## src/rtl/fba_pkg.sv

```systemverilog
// Shared types, constants and helper functions of the frame bitmap allocator.
// No dependencies; imported by every module of the block.
package fba_pkg;

   // Field widths fixed by the page entry format
   localparam int FRAME_W          = 15;
   localparam int FCOUNT_W         = 16;
   localparam int MAP_WORD_W       = 32;
   localparam int BIT_IDX_W        = 5;
   // Word counter: 32768 searchable frames / 32 = 1024 words, plus one
   localparam int WORD_CNT_W       = 11;
   localparam int FRAME_FIELD_LIMIT = 32768;

   localparam int                  FBA_MAX_FRAMES = 32768;
   localparam logic [FCOUNT_W-1:0] FCOUNT_RESET   = 16'd32768;
   localparam logic [MAP_WORD_W-1:0] FULL_WORD    = 32'hFFFF_FFFF;

   typedef enum logic [2:0] {
      RSP_ALLOCATED     = 3'd0,
      RSP_HAD_FRAME     = 3'd1,
      RSP_OUT_OF_FRAMES = 3'd2,
      RSP_FREED         = 3'd3,
      RSP_NOTHING       = 3'd4
   } fba_status_type;

   typedef enum logic [2:0] {
      ST_CLEAR,
      ST_IDLE,
      ST_DECIDE,
      ST_SCAN,
      ST_ALLOC_WR,
      ST_FREE_WR,
      ST_RESP
   } fba_state_type;

   // Controller to datapath
   typedef struct packed {
      logic           clear_step;
      logic           capture;
      logic           scan_step;
      logic           free_read;
      logic           alloc_write;
      logic           free_write;
      logic           res_load;
      fba_status_type res_sel;
   } fba_cmd_type;

   // Datapath to controller
   typedef struct packed {
      logic clear_last;
      logic is_free;
      logic frame_zero;
      logic in_range;
      logic scan_hit;
      logic scan_empty;
   } fba_stat_type;

   // Index of the lowest clear bit of a bitmap word
   function automatic logic [BIT_IDX_W-1:0] fba_first_zero(input logic [MAP_WORD_W-1:0] word);
      logic [BIT_IDX_W-1:0] idx;
      idx = '0;
      for (int i = MAP_WORD_W - 1; i >= 0; i--) begin
         if (!word[i]) begin
            idx = BIT_IDX_W'(i);
         end
      end
      return idx;
   endfunction

endpackage

```

## src/rtl/fba_ctrl.sv

```systemverilog
// Sequencing state machine of the frame bitmap allocator.
// Depends on fba_pkg for the state, command and status types.
module fba_ctrl
   import fba_pkg::*;
(
   input  logic         clock,
   input  logic         reset,
   input  logic         start,
   output logic         busy,
   output logic         rsp_strobe,
   input  fba_stat_type st,
   output fba_cmd_type  cmd
);

   fba_state_type state_ff, state_in;

   // Hold the state; sweep the bitmap clear after reset
   always_ff @(posedge clock) begin
      if (reset) begin
         state_ff <= ST_CLEAR;
      end else begin
         state_ff <= state_in;
      end
   end

   // Next state and commands
   always_comb begin
      state_in    = state_ff;
      cmd         = '0;
      cmd.res_sel = RSP_ALLOCATED;
      case (state_ff)
         ST_CLEAR: begin
            cmd.clear_step = 1'b1;
            if (st.clear_last) begin
               state_in = ST_IDLE;
            end
         end
         ST_IDLE: begin
            if (start) begin
               cmd.capture = 1'b1;
               state_in    = ST_DECIDE;
            end
         end
         ST_DECIDE: begin
            if (!st.is_free) begin
               if (!st.frame_zero) begin
                  cmd.res_load = 1'b1;
                  cmd.res_sel  = RSP_HAD_FRAME;
                  state_in     = ST_RESP;
               end else begin
                  state_in = ST_SCAN;
               end
            end else if (st.frame_zero) begin
               cmd.res_load = 1'b1;
               cmd.res_sel  = RSP_NOTHING;
               state_in     = ST_RESP;
            end else if (st.in_range) begin
               cmd.free_read = 1'b1;
               state_in      = ST_FREE_WR;
            end else begin
               cmd.res_load = 1'b1;
               cmd.res_sel  = RSP_FREED;
               state_in     = ST_RESP;
            end
         end
         ST_SCAN: begin
            cmd.scan_step = 1'b1;
            if (st.scan_hit) begin
               state_in = ST_ALLOC_WR;
            end else if (st.scan_empty) begin
               cmd.res_load = 1'b1;
               cmd.res_sel  = RSP_OUT_OF_FRAMES;
               state_in     = ST_RESP;
            end
         end
         ST_ALLOC_WR: begin
            cmd.alloc_write = 1'b1;
            cmd.res_load    = 1'b1;
            cmd.res_sel     = RSP_ALLOCATED;
            state_in        = ST_RESP;
         end
         ST_FREE_WR: begin
            cmd.free_write = 1'b1;
            cmd.res_load   = 1'b1;
            cmd.res_sel    = RSP_FREED;
            state_in       = ST_RESP;
         end
         ST_RESP: begin
            state_in = ST_IDLE;
         end
         default: begin
            state_in = ST_IDLE;
         end
      endcase
   end

   assign busy       = (state_ff != ST_IDLE);
   assign rsp_strobe = (state_ff == ST_RESP);

endmodule

```

## config.mk

```make
export PLATFORM = sky130hd
export DESIGN_NAME = fba_ctrl
export DESIGN_NICKNAME = d
export VERILOG_FILES = /design/src/rtl/fba_pkg.sv /design/src/rtl/fba_ctrl.sv
export SDC_FILE = /design/constraint.sdc
export NUM_CORES = 1
export LEC_CHECK = 0
export ABC_AREA = 1
export BUFFER_PORTS_ARGS = -buffer_cell sky130_fd_sc_hd__buf_4
export CAP_MARGIN = 20
export CORE_AREA = 4 4 41 43
export DETAILED_ROUTE_END_ITERATION = 8
export DIE_AREA = 0 0 45 47
export PLACE_DENSITY = 0.61
export SKIP_LAST_GASP = 1
export SYNTH_ARGS = -nofsm -noshare
export SYNTH_HDL_FRONTEND = slang
export SYNTH_SLANG_ARGS = --single-unit
```

## constraint.sdc

```tcl
create_clock -name clock -period 1.4 [get_ports clock]
set_clock_uncertainty 0.1 [all_clocks]
set_input_delay 0.21 -clock clock [delete_from_list [all_inputs] [get_ports clock]]
set_output_delay 0.21 -clock clock [all_outputs]
set_load 0.005 [all_outputs]
```

==> summary.txt <==
status - finished with violations
failing checks - negative setup slack
IO Pins - 21
clock root cell - clkbuf_4
Biggest register - state_ff
DRC errors left - 0
Mapped Area - 375 µm²
Flop pwr share - 13.9%
Combinational Power Share - 75.4%
Worst Slack Setup Final - -0.132 ns
starting density of the core - 28.8%
wl on met1 - 512 µm
post-DR vias/cell - 4.52
hold crit path type - in -> reg
Reg2Reg Depth - 9
PwrDens - 1880 nW/µm²
Worst VDD drop - 1.17 mV
Die X - 45 µm
largest registers - state_ff: 3 flops
sw power - 0.621 mW
Clock Path Buffers - 2
Worst EP arrival - 1.22 ns
max layer used - met4
Lkg Pwr - 0.396 nW
Die Span Y - 47 µm
DRT Pass-1 Iters - 3
CP endpoint kind - primary output
largest net degree at the start of global routing - 7
CP peak stage delay - 0.37 ns
Setup Crit Path Kind - reg -> out
final wirelength - 1.22 mm
Hold-fix buffers, CTS - 0
slowest CP cell - dfxtp_4
Max Freq - 653 MHz
crit path cell chain - ha_4, buf_6, a31oi_1, buf_4
Core Area - 1300 µm²
initial antenna violation count - 0
Slew headroom - 85.5%
area share of the largest cell type after synthesis - 16.0%
Worst-path clk slew - 0.04 ns
Diodes inserted - 0
met3 routed WL - 52 µm
Row Count - 13
Max Cap Viol - 0
Tot GR Track Use - 13.3%
top cells by area, synth - dfxtp_1 (16%), nand2_1 (15%), nor2_1 (15%)
Post-Synthesis Cells - 68
Final Max Tran Viols - 0
worst r2r src - state_ff[1]
FF-to-FF End - state_ff[2]
CTS tree - done
number of buffers created by CTS - 3
top_reg_cell synth - dfxtp_1
final worst path period share - 109%
register area share after synthesis - 16.0%
Worst Hold Launch - reset
CTS Sinks - 3
PortBufs - 20
detailed route wirelength on metal2 - 646 µm
type of origin of the critical path - flip-flop
nets@finish - 116
biggest area consumer among synthesized cells - dfxtp_1
Routed Antenna Nets - 0
Worst-Margin Slew - 0.216 ns
setup violators final - 7
Clock Latency Late Sink - 0.23 ns
vias in the first global route - 519
Final Total Pwr - 1.42 mW
Area Overhead vs Synth - 101%
Hold Path Depth - 2
internal power - 0.803 mW
RSZ-0062 raised after global routing - yes
Warnings, synthesis - 0
Largest register FFs - 3
Syn Nets - 78
depth of the CTS H-tree - 1
post-DP HPWL - 972 µm
final hold violations - 0
Clock Power Share - 10.7%
WL/cell - 10.2 µm
total gr overflow - 0
crit path max fanout - 6
syn avg cell area - 5.52 µm²
Netlist cell types - 18
Sw Share - 43.6%
WP data required - 1.09 ns
fin crit period - 1.53 ns
GPL Wtd Cong - 0.804
Final Util - 58.1%
first-pass GRT wire length - 2.05 mm
Post-synth ARST share - 0%
Hold Path End - state_ff[2]
#FFs+latches synth - 3
layout cell share with drive strength beyond 1 - 58.1%
via count - 542
Die Area - 2120 µm²
Post-synth EDFFs - 0
top cells by count, synth - nand2_1 (15), nor2_1 (15), inv_1 (11)
R2R Setup Slk - 0.03 ns
DR iter-0 viols - 2
==> area by class of cell <==
cell class / count / area [µm²]
inverter: 12 / 45.0
sequential: 3 / 68.8
multi-input combinational: 53 / 334
tap: 15 / 18.8
fill: 130 / 546
timing repair buffer: 33 / 263
clock buffer: 4 / 26.3
==> worst max-delay path: cells and delay by family (launching register included) <==
kind                       cells  cell delay [ns]
AOI/OAI and AO/OA              1             0.13
buffers and inverters          2             0.24
DFF                            1             0.37
adders and majority gates      1             0.25
==> power groups by stage <==
stage / combinational [mW] / clock (mW) / sequential, mW
after global routing: 1.19 / 0.164 / 0.206
after global placement: 0.825 / 0 / 0.164
after detailed placement: 0.831 / 0 / 0.167
final: 1.07 / 0.152 / 0.198
after CTS: 0.996 / 0.160 / 0.190
after floorplan: 0.424 / 0 / 0.179
==> worst max path at each step <==
stage,startpoint,to,slack (ns)
6_report,state_ff[2],cmd[3],-0.13
5_1_grt,state_ff[1],cmd[0],-0.21
3_3_place_gp,state_ff[2],cmd[3],0.008
4_1_cts,state_ff[1],cmd[3],-0.14
3_5_place_dp,state_ff[2],cmd[3],-0.02
2_1_floorplan,state_ff[1],cmd[2],0.004
==> routing by layer <==
layer	up-vias	GRT usage, %
met1	237	14.0
met5	-	0
met3	2	2.30
met4	0	7.02
li1	294	-
met2	9	25.1
==> repair_timing <==
action | CTS | global route
pin swaps | 5 | 9
setup buffers | 2 | 4
gates resized for setup | 18 | 8
setup endpoints to repair | 9 | 12
==> stage by stage <==
| step | cell area [µm²] | cells | hold slack (ns) | setup slack [ns] | TNS (ns) |
|---|---|---|---|---|---|
| floorplan | 375 | 68 | 0.180 | 0.00378 | 0 |
| global placement | 612 | 112 | 0.285 | 0.00766 | 0 |
| detailed placement | 612 | 112 | 0.284 | -0.0177 | -0.0274 |
| CTS | 719 | 118 | 0.0230 | -0.141 | -0.683 |
| global route | 756 | 120 | 0.0283 | -0.211 | -1.29 |
| finish | 756 | 120 | 0.0292 | -0.132 | -0.678 |
==> logic make-up (layout without fill, tap and decap cells) <==
family	after synthesis	after routing	synth area share, %
flops	3	3	16.0
simple gates	47	47	61.0
buf+inv	12	49	12.0
fa+ha+maj	1	1	3.33
compound gates	5	5	7.67
==> cell usage in the layout (no fill, tap or decap), drive strengths merged <==
master,instances
a21oi,2
a31oi,1
buf,33
clkbuf,4
dfxtp,3
ha,1
inv,12
nand2,15
nand3,11
nand3b,1
nand4,1
nor2,17
nor3,1
nor4,1
o211ai,1
o21ai,1
Power figures use the tool's default switching activity.
